`src/design/fvt_pkg.sv`:
```
// shared types and constants of the frequent value table
`timescale 1ns / 1ps

package fvt_pkg;

	localparam int BUCKETS      = 128;
	localparam int WAYS         = 4;
	localparam int SLOTS        = 33;
	localparam int BUCKET_BYTES = 16;

	localparam int ADDR_W     = 64;
	localparam int VALUE_W    = 64;
	localparam int COUNT_W    = 32;
	localparam int SLOT_W     = 6;
	localparam int QBKT_W     = 7;
	localparam int CFG_IDX_W  = 8;
	localparam int CFG_DATA_W = 64;

	localparam int ROWS         = BUCKETS * SLOTS;
	localparam int ROW_W        = $clog2(ROWS);
	localparam int BKT_W        = (BUCKETS > 1) ? $clog2(BUCKETS) : 1;
	localparam int WAY_W        = (WAYS > 1) ? $clog2(WAYS) : 1;
	localparam int BUCKET_SHIFT = $clog2(BUCKET_BYTES);
	localparam int WIN_BYTES    = BUCKETS * BUCKET_BYTES;

	localparam logic [COUNT_W-1:0] COUNT_MAX = {COUNT_W{1'b1}};

	localparam logic [CFG_IDX_W-1:0] REG_TEXT_BASE     = CFG_IDX_W'(0);
	localparam logic [CFG_IDX_W-1:0] REG_WINDOW_LO     = CFG_IDX_W'(1);
	localparam logic [CFG_IDX_W-1:0] REG_WINDOW_HI     = CFG_IDX_W'(2);
	localparam logic [CFG_IDX_W-1:0] REG_HIT_THRESHOLD = CFG_IDX_W'(3);

	localparam logic [ADDR_W-1:0]  WINDOW_HI_RST = ADDR_W'(2048);
	localparam logic [COUNT_W-1:0] THRESHOLD_RST = COUNT_W'(15);

	localparam logic CMD_UPDATE = 1'b0;
	localparam logic CMD_QUERY  = 1'b1;

	typedef struct packed {
		logic                cmd;
		logic [ADDR_W-1:0]   sample_addr;
		logic                regs_valid;
		logic [SLOT_W-1:0]   slot_index;
		logic [VALUE_W-1:0]  slot_value;
		logic [QBKT_W-1:0]   query_bucket;
	} item_t;

	typedef struct packed {
		logic                in_window;
		logic                best_found;
		logic [VALUE_W-1:0]  best_value;
		logic [COUNT_W-1:0]  best_count;
		logic                meets_threshold;
	} result_t;

	// controller to datapath
	typedef struct packed {
		logic             capture;
		logic             calc1;
		logic             calc2;
		logic             check;
		logic             rd;
		logic             commit;
		logic             clear;
		logic [ROW_W-1:0] clear_row;
	} ctl_cmd_t;

	// datapath to controller
	typedef struct packed {
		logic go;
	} dp_stat_t;

endpackage

```
`src/design/fvt_ctrl.sv`:
```
// sequencer of the frequent value table: clearing pass and per-word steps
`timescale 1ns / 1ps

module fvt_ctrl import fvt_pkg::*; (
	input  logic     clk,
	input  logic     arst_n,
	input  logic     start,
	input  dp_stat_t stat,
	output logic     busy,
	output logic     done,
	output ctl_cmd_t cmd
);

	typedef enum logic [2:0] {
		ST_CLEAR,
		ST_IDLE,
		ST_S1,
		ST_S2,
		ST_CHK,
		ST_RD,
		ST_MOD
	} state_t;

	state_t           state_q;
	logic             done_q;
	logic [ROW_W-1:0] clr_q;

	always_ff @(posedge clk or negedge arst_n) begin
		if (!arst_n) begin
			state_q <= ST_CLEAR;
			done_q  <= 1'b0;
			clr_q   <= '0;
		end else begin
			done_q <= 1'b0;
			unique case (state_q)
				ST_CLEAR: begin
					clr_q <= clr_q + ROW_W'(1);
					if (clr_q == ROW_W'(ROWS - 1)) begin
						state_q <= ST_IDLE;
					end
				end
				ST_IDLE: begin
					if (start) begin
						state_q <= ST_S1;
					end
				end
				ST_S1: state_q <= ST_S2;
				ST_S2: state_q <= ST_CHK;
				ST_CHK: begin
					// nothing to read when the word is rejected
					state_q <= stat.go ? ST_RD : ST_MOD;
				end
				ST_RD: state_q <= ST_MOD;
				ST_MOD: begin
					state_q <= ST_IDLE;
					done_q  <= 1'b1;
				end
				default: state_q <= ST_IDLE;
			endcase
		end
	end

	assign busy = (state_q != ST_IDLE);
	assign done = done_q;

	always_comb begin
		cmd           = '0;
		cmd.capture   = (state_q == ST_IDLE) && start;
		cmd.calc1     = (state_q == ST_S1);
		cmd.calc2     = (state_q == ST_S2);
		cmd.check     = (state_q == ST_CHK);
		cmd.rd        = (state_q == ST_RD);
		cmd.commit    = (state_q == ST_MOD);
		cmd.clear     = (state_q == ST_CLEAR);
		cmd.clear_row = clr_q;
	end

endmodule

```
`config.mk`:
```
export PLATFORM = sky130hd
export DESIGN_NAME = fvt_ctrl
export DESIGN_NICKNAME = d
export VERILOG_FILES = /design/src/design/fvt_pkg.sv /design/src/design/fvt_ctrl.sv
export SDC_FILE = /design/constraint.sdc
export NUM_CORES = 1
export LEC_CHECK = 0
export ABC_AREA = 0
export BUFFER_PORTS_ARGS = -buffer_cell sky130_fd_sc_hd__buf_2
export CAP_MARGIN = 20
export CORE_ASPECT_RATIO = 0.8
export CORE_MARGIN = 4
export CORE_UTILIZATION = 44
export CTS_CLUSTER_SIZE = 12
export DETAILED_ROUTE_END_ITERATION = 8
export PLACE_DENSITY = 0.81
export REMOVE_ABC_BUFFERS = 1
export SYNTH_ARGS = -nofsm -noshare
export SYNTH_HDL_FRONTEND = slang
export SYNTH_SLANG_ARGS = --single-unit
```
`constraint.sdc`:
```
create_clock -name clk -period 1.4 [get_ports clk]
set_input_delay 0.14 -clock clk [delete_from_list [all_inputs] [get_ports clk]]
set_output_delay 0.14 -clock clk [all_outputs]
set_load 0.005 [all_outputs]
```
==> impl_metrics.csv, run 1 <==
group,metric,value,unit
outcome,outcome,"finished with violations",
outcome,violations,"setup timing",
drt,firstDrtPassIters,4,
global_routing,grt_usage,17.4,%
layout,antenna_cells,0,
yosys,synth_top_family_by_area,"simple AND/OR/NAND/NOR gates",
floorplanning,die_w,57.0,um
yosys,synth_area_leader_cell,"dfrtp_1",
yosys,ys_seq_area_share,50.4,%
clock_network,clock_latency,0.29,ns
setup_path,endpoint_kind,"output pin",
place,hpwl,1360,um
sta,timing.fmax,652,MHz
layout,nNetsFinal,129,
floorplanning,rows,13,
setup_path,critPathKind,"register to output pin",
layout,final_cell_mix,"buf_2, dfrtp_1, buf_4, nand2_1, xor2_1",
clock_network,clockBufferDepth,2,
yosys,synth_cell_types,29,
drt,vias,768,
place,io_buffers,25,
layout,mostFrequentLayoutCell,"buf_2",
yosys,synth_fa_ha_area_share,1.48,%
floorplanning,die_h,47.2,um
global_routing,grt_first_pass_wirelength,3440,um
clock_network,clock_sinks,17,
sta,slew-limit-headroom,74.2,%
setup_path,crit_start,"state_q[1]$_DFFE_PN0P_",
setup_path,rr_worst_depth,4,
clock_network,clkSlewWorstSetupHoldPaths,0.10,ns
sta,final.setup.tns,-1.10,ns
layout,design_area,1240,sq um
layout,regArea,425,sq um
place,dpl-instance-area,1030,sq um
yosys,synthXorXnorAreaFrac,12.4,%
sta,rsz0062_at_grt,"yes",
job,cap_viol_max_count,0,
sta,setup_viol,14,
setup_path,worst-r2r-setup-slack,-0.13,ns
sta,worst_slew_pin_slew,0.387,ns
yosys,async_reset_ff_share,100,%
place,gp_congestion,0.808,
power_and_ir_drop,ir_drop,0.571,mV
clock_network,numCtsBuffers,3,
layout,final_cells,145,
sta,fin_ws,-0.133,ns
drt,ant_nets,0,
yosys,synth-edff-count,0,
sta,finalMaxSlewViolations,0,
sta,skew,0.00404,ns
floorplanning,core,1720,sq um
global_routing,grt_overflow,0,
drt,drt_iter0_drc,20,
yosys,synth_top_flop_cell,"dfrtp_1",
setup_path,critPathCapture,"cmd[13]",
yosys,syn_area_per_cell,10.6,sq um
layout,nFillCells,126,
layout,area_delta_synth_final,46.5,%
yosys,post_synth_mux_area_share,0,%
setup_path,cp-start-kind,"register",
yosys,synth_area_leaders,"dfrtp_1, xor2_1, xnor2_1",
global_routing,grt_pass1_vias,753,
setup_path,r2r_end,"clr_q[8]$_DFFE_PN0N_",
sta,period_needed,1.53,ns
setup_path,crit_path_max_fanout,10,
clock_network,tritoncts,"done",
power_and_ir_drop,p_leak,0.610,nW
yosys,yosysWarnings,0,
yosys,synth_seq_cells,17,
yosys,synth_simple_gate_area_share,27.6,%
drt,viasPerCell,5.30,
yosys,synth_top_area_share,50.4,%
setup_path,arrival,1.39,ns
yosys,synth_compound_area_share,4.00,%
setup_path,r2r-start,"state_q[1]$_DFFE_PN0P_",
layout,multi_input_area,460,sq um
worst_hold_path,hold_path_class,"primary input to register",
setup_path,required,1.26,ns
global_routing,antenna_found_initial,0,
drt,remaining_drc_errors,0,
floorplanning,initial_utilization,49.0,%
drt,finalWirelength,2270,um
floorplanning,dieArea,2690,sq um
place,place_inst,132,
global_routing,grt_max_degree,18,
clock_network,clockRootBuffer,"clkbuf_4",
clock_network,h-tree-depth,1,
layout,drive_gt1_share,48.8,%
yosys,syn_area,845,sq um
sta,final_hold_viol_count,0,
yosys,synthCells,80,
drt,wl_per_cell,15.7,um
floorplanning,ios,26,
power_and_ir_drop,p_per_area,628,nW/um^2
sta,finalCritPeriodShare,109,%
[critical path: stages (launching register included)]
cell	delay, ns
dfrtp_1	0.42
or3_4	0.46
inv_2	0.11
buf_6	0.10
[how the worst min path moves through the flow]
stage | start | to | cells after the start
2_1_floorplan | arst_n | clr_q[0]$_DFFE_PN0N_ | 0
3_3_place_gp | arst_n | done$_DFF_PN0_ | 1
3_5_place_dp | arst_n | clr_q[6]$_DFFE_PN0N_ | 1
4_1_cts | start | state_q[0]$_DFFE_PN0P_ | 3
5_1_grt | stat | state_q[1]$_DFFE_PN0P_ | 4
6_report | stat | state_q[1]$_DFFE_PN0P_ | 4
[flip-flops by register name (all words and copies together), names as in the netlist]
| signal | cells |
|---|---|
| clr_q | 13 |
| state_q | 3 |
| done | 1 |
[cell type report]
cell class / instances / share of cell area (%)
Multi-Input combinational cell: 56 / 37.2
Sequential cell: 17 / 34.4
Timing Repair Buffer: 41 / 22.5
Tap cell: 22 / 2.22
Clock buffer: 4 / 2.12
Inverter: 5 / 1.52
[report_power, final]
| part | leakage [nW] | internal (mW) | switching [mW] |
|---|---|---|---|
| clock | 0.0150 | 0.111 | 0.159 |
| combinational | 0.371 | 0.00502 | 0.0119 |
| sequential | 0.223 | 0.491 | 0 |
| total | 0.610 | 0.607 | 0.171 |
[per-stage QoR]
stage	power, mW	util (%)	setup slack, ns	hold slack [ns]
2_1_floorplan	0.501	-	-0.0609	-0.156
3_3_place_gp	0.515	59.9	-0.00939	0.0728
3_5_place_dp	0.515	59.9	-0.0852	0.0828
4_1_cts	0.777	67.9	-0.130	0.160
5_1_grt	0.800	71.8	-0.198	0.184
6_report	0.777	71.8	-0.133	0.175
[synth_stat cells (3+ instances only)]
cell type and instances:
nor4_1 3, nand4_1 3, nor3_1 3, nand3_1 4, xor2_1 8, inv_1 4, dfrtp_1 17, nand2_1 9
nor2_1 6, xnor2_1 4
[routing by layer]
| metal | vias up | share of wire (%) | track usage (%) |
|---|---|---|---|
| met2 | 24 | 49 | 29.2 |
| li1 | 366 | - | - |
| met4 | 0 | 2.9 | 10.2 |
| met5 | - | 0 | 0 |
| met1 | 367 | 43 | 20.2 |
| met3 | 11 | 5.4 | 5.49 |
[kinds of logic (layout without fill, tap and decap cells)]
group | after synthesis | in the layout
flip-flops | 17 | 17
XOR/XNOR | 12 | 12
adder cells (fa/ha/maj) | 1 | 1
AND/OR/NAND/NOR | 39 | 39
buffers and inverters | 7 | 50
AO/OA/AOI/OAI | 4 | 4
[timing repair]
action / in CTS / in global routing
hold endpoints to repair: 17 / 0
hold buffers: 1 / 0
setup endpoints to repair: 8 / 18
setup buffers: 6 / 2
pin swaps: 4 / 3
resized for setup: 12 / 11
(Power assumes the default switching activity.)
==> run 2: changes to the inputs <==
--- a/config.mk
+++ b/config.mk
@@ -8,7 +8,6 @@
 export ABC_AREA = 0
 export BUFFER_PORTS_ARGS = -buffer_cell sky130_fd_sc_hd__buf_2
 export CAP_MARGIN = 20
-export CORE_ASPECT_RATIO = 0.8
 export CORE_MARGIN = 4
 export CORE_UTILIZATION = 44
 export CTS_CLUSTER_SIZE = 12
==> run 2 against run 1 <==
  * The run still ends with setup timing left
  * Sequential cell count unchanged
  * Die area decreased by 0.16%
  * Wire length decreased by 7.1%
  * Clock skew increased by 0.0052 ns
  * Global-route usage decreased by 0.69 points
  * Design area increased by 2.1%
  * Count of clock-buffer cells in the layout decreased by 1
==> impl_metrics.csv, run 2 (synthesis gave the netlist of run 1 again) <==
group,metric,value,unit
place,place_inst,136,
sta,final_hold_viol_count,0,
job,cap_viol_max_count,0,
clock_network,tritoncts,"done",
layout,final_cells,152,
outcome,violations,"setup timing",
clock_network,clockRootBuffer,"clkbuf_4",
layout,mostFrequentLayoutCell,"buf_2",
sta,fin_ws,-0.137,ns
drt,remaining_drc_errors,0,
drt,wl_per_cell,13.9,um
global_routing,grt_max_degree,18,
layout,final_cell_mix,"buf_2, dfrtp_1, buf_4, nand2_1, xor2_1",
sta,period_needed,1.54,ns
global_routing,grt_usage,16.7,%
global_routing,grt-busiest-layer,"met2",
setup_path,arrival,1.76,ns
clock_network,h-tree-depth,1,
global_routing,use_met3,2.87,%
clock_network,clkSlewWorstSetupHoldPaths,0.10,ns
place,hpwl,1320,um
drt,vias,774,
setup_path,required,1.63,ns
drt,finalWirelength,2110,um
sta,skew,0.00921,ns
power_and_ir_drop,p_per_area,617,nW/um^2
floorplanning,die_w,51.8,um
setup_path,rr_worst_depth,4,
global_routing,grt_overflow,0,
floorplanning,ios,26,
layout,drive_gt1_share,51.2,%
power_and_ir_drop,pwr-share-comb,2.1,%
clock_network,clock_latency,0.30,ns
power_and_ir_drop,seq_power_share,62.9,%
sta,finalCritPeriodShare,110,%
drt,drt_iter0_drc,6,
layout,antenna_cells,0,
power_and_ir_drop,ir_drop,0.518,mV
drt,viasPerCell,5.09,
setup_path,cp-start-kind,"register",
floorplanning,dieArea,2680,sq um
global_routing,grt_use_met1,21.3,%
layout,regMostFlops,"clr_q",
power_and_ir_drop,intPower,0.602,mW
floorplanning,rows,15,
place,gp_congestion,0.758,
power_and_ir_drop,p_sw,0.178,mW
floorplanning,core,1760,sq um
clock_network,clockBufferDepth,2,
global_routing,grt_pass1_vias,743,
worst_hold_path,hold_depth,4,
power_and_ir_drop,swShare,22.8,%
drt,ant_nets,0,
floorplanning,initial_utilization,47.9,%
outcome,outcome,"finished with violations",
sta,timing.fmax,651,MHz
setup_path,crit_path_max_fanout,9,
layout,area_delta_synth_final,49.6,%
layout,nNetsFinal,133,
setup_path,endpoint_kind,"register",
sta,finalMaxSlewViolations,0,
clock_network,numCtsBuffers,3,
global_routing,grt_first_pass_wirelength,3350,um
worst_hold_path,hold_path_class,"primary input to register",
sta,setup_viol,12,
floorplanning,die_h,51.8,um
layout,largest_reg_flops,13,
global_routing,antenna_found_initial,0,
sta,slew-limit-headroom,74.8,%
place,io_buffers,25,
power_and_ir_drop,clkPwrFrac,35.0,%
sta,final.setup.tns,-0.802,ns
power_and_ir_drop,p_leak,0.637,nW
global_routing,met2_usage,28.0,%
clock_network,clock_sinks,17,
sta,rsz0062_at_grt,"yes",
sta,worst_slew_pin_slew,0.378,ns
power_and_ir_drop,power,0.780,mW
setup_path,critPathKind,"register to register",
drt,firstDrtPassIters,4,
layout,nFillCells,138,
==> run 2: changes by cell type in the layout (fill, tap and decap cells not counted), moves of 2 or more <==
cell	delta
buf_4	+5
buf_6	-2
nor4_1	-2
nor4_2	+2
==> run 2: stage by stage <==
stage	setup WS (ns)	hold slack [ns]	area, sq um	util (%)
2_1_floorplan	-0.0609	-0.156	828	-
3_3_place_gp	-0.00533	0.0756	1040	59.2
3_5_place_dp	-0.100	0.0831	1040	59.2
4_1_cts	-0.126	0.149	1150	65.1
5_1_grt	-0.192	0.171	1260	71.6
6_report	-0.137	0.164	1260	71.6
==> run 2: worst paths after layout <==
| check | slack, ns | to | from |
|---|---|---|---|
| min reg2reg | 0.51 | clr_q[6]$_DFFE_PN0N_ | clr_q[6]$_DFFE_PN0N_ |
| min in group asynchronous | 0.28 | done$_DFF_PN0_ | arst_n |
| max | -0.14 | clr_q[8]$_DFFE_PN0N_ | state_q[0]$_DFFE_PN0P_ |
| max reg2reg | -0.14 | clr_q[8]$_DFFE_PN0N_ | state_q[0]$_DFFE_PN0P_ |
| min | 0.16 | state_q[1]$_DFFE_PN0P_ | stat |
| max in group asynchronous | 0.84 | state_q[1]$_DFFE_PN0P_ | arst_n |
==> run 2: final cells by class <==
| cell class | instances | area (sq um) | area share, % |
|---|---|---|---|
| tap | 25 | 31.3 | 2.48 |
| multi-input combinational | 56 | 462 | 36.5 |
| sequential | 17 | 425 | 33.7 |
| clock buffer | 3 | 22.5 | 1.78 |
| inverter | 5 | 18.8 | 1.49 |
| timing repair buffer | 45 | 299 | 23.7 |
| clock inverter | 1 | 5.00 | 0.396 |
==> run 2: timing repair <==
action                                 CTS  global route
endpoints found under the hold margin   17             0
setup endpoints to repair                8            17
pin swaps                                2             2
resized for setup                        9            11
setup buffers                            3             8
hold buffers                             1             0
==> run 2: routing by layer <==
metal / vias up / wire length (um) / part of all wire (%)
met3: 5 / 104 / 4.9
met1: 371 / 927 / 44
li1: 371 / - / -
met5: - / 0 / 0
met4: 0 / 36 / 1.7
met2: 27 / 1040 / 49
==> run 2: critical path: stages (launching register included) <==
cell	delay, ns
dfrtp_1	0.40
or3_4	0.48
buf_4	0.17
nor4_4	0.26
xor2_1	0.16
==> run 2: power groups by stage <==
| stage | combinational (mW) | sequential, mW | clock, mW |
|---|---|---|---|
| 6_report | 0.0162 | 0.491 | 0.273 |
| 5_1_grt | 0.0193 | 0.491 | 0.299 |
| 4_1_cts | 0.0169 | 0.491 | 0.276 |
| 3_5_place_dp | 0.0149 | 0.500 | 0 |
| 3_3_place_gp | 0.0144 | 0.500 | 0 |
| 2_1_floorplan | 0.000537 | 0.500 | 0 |
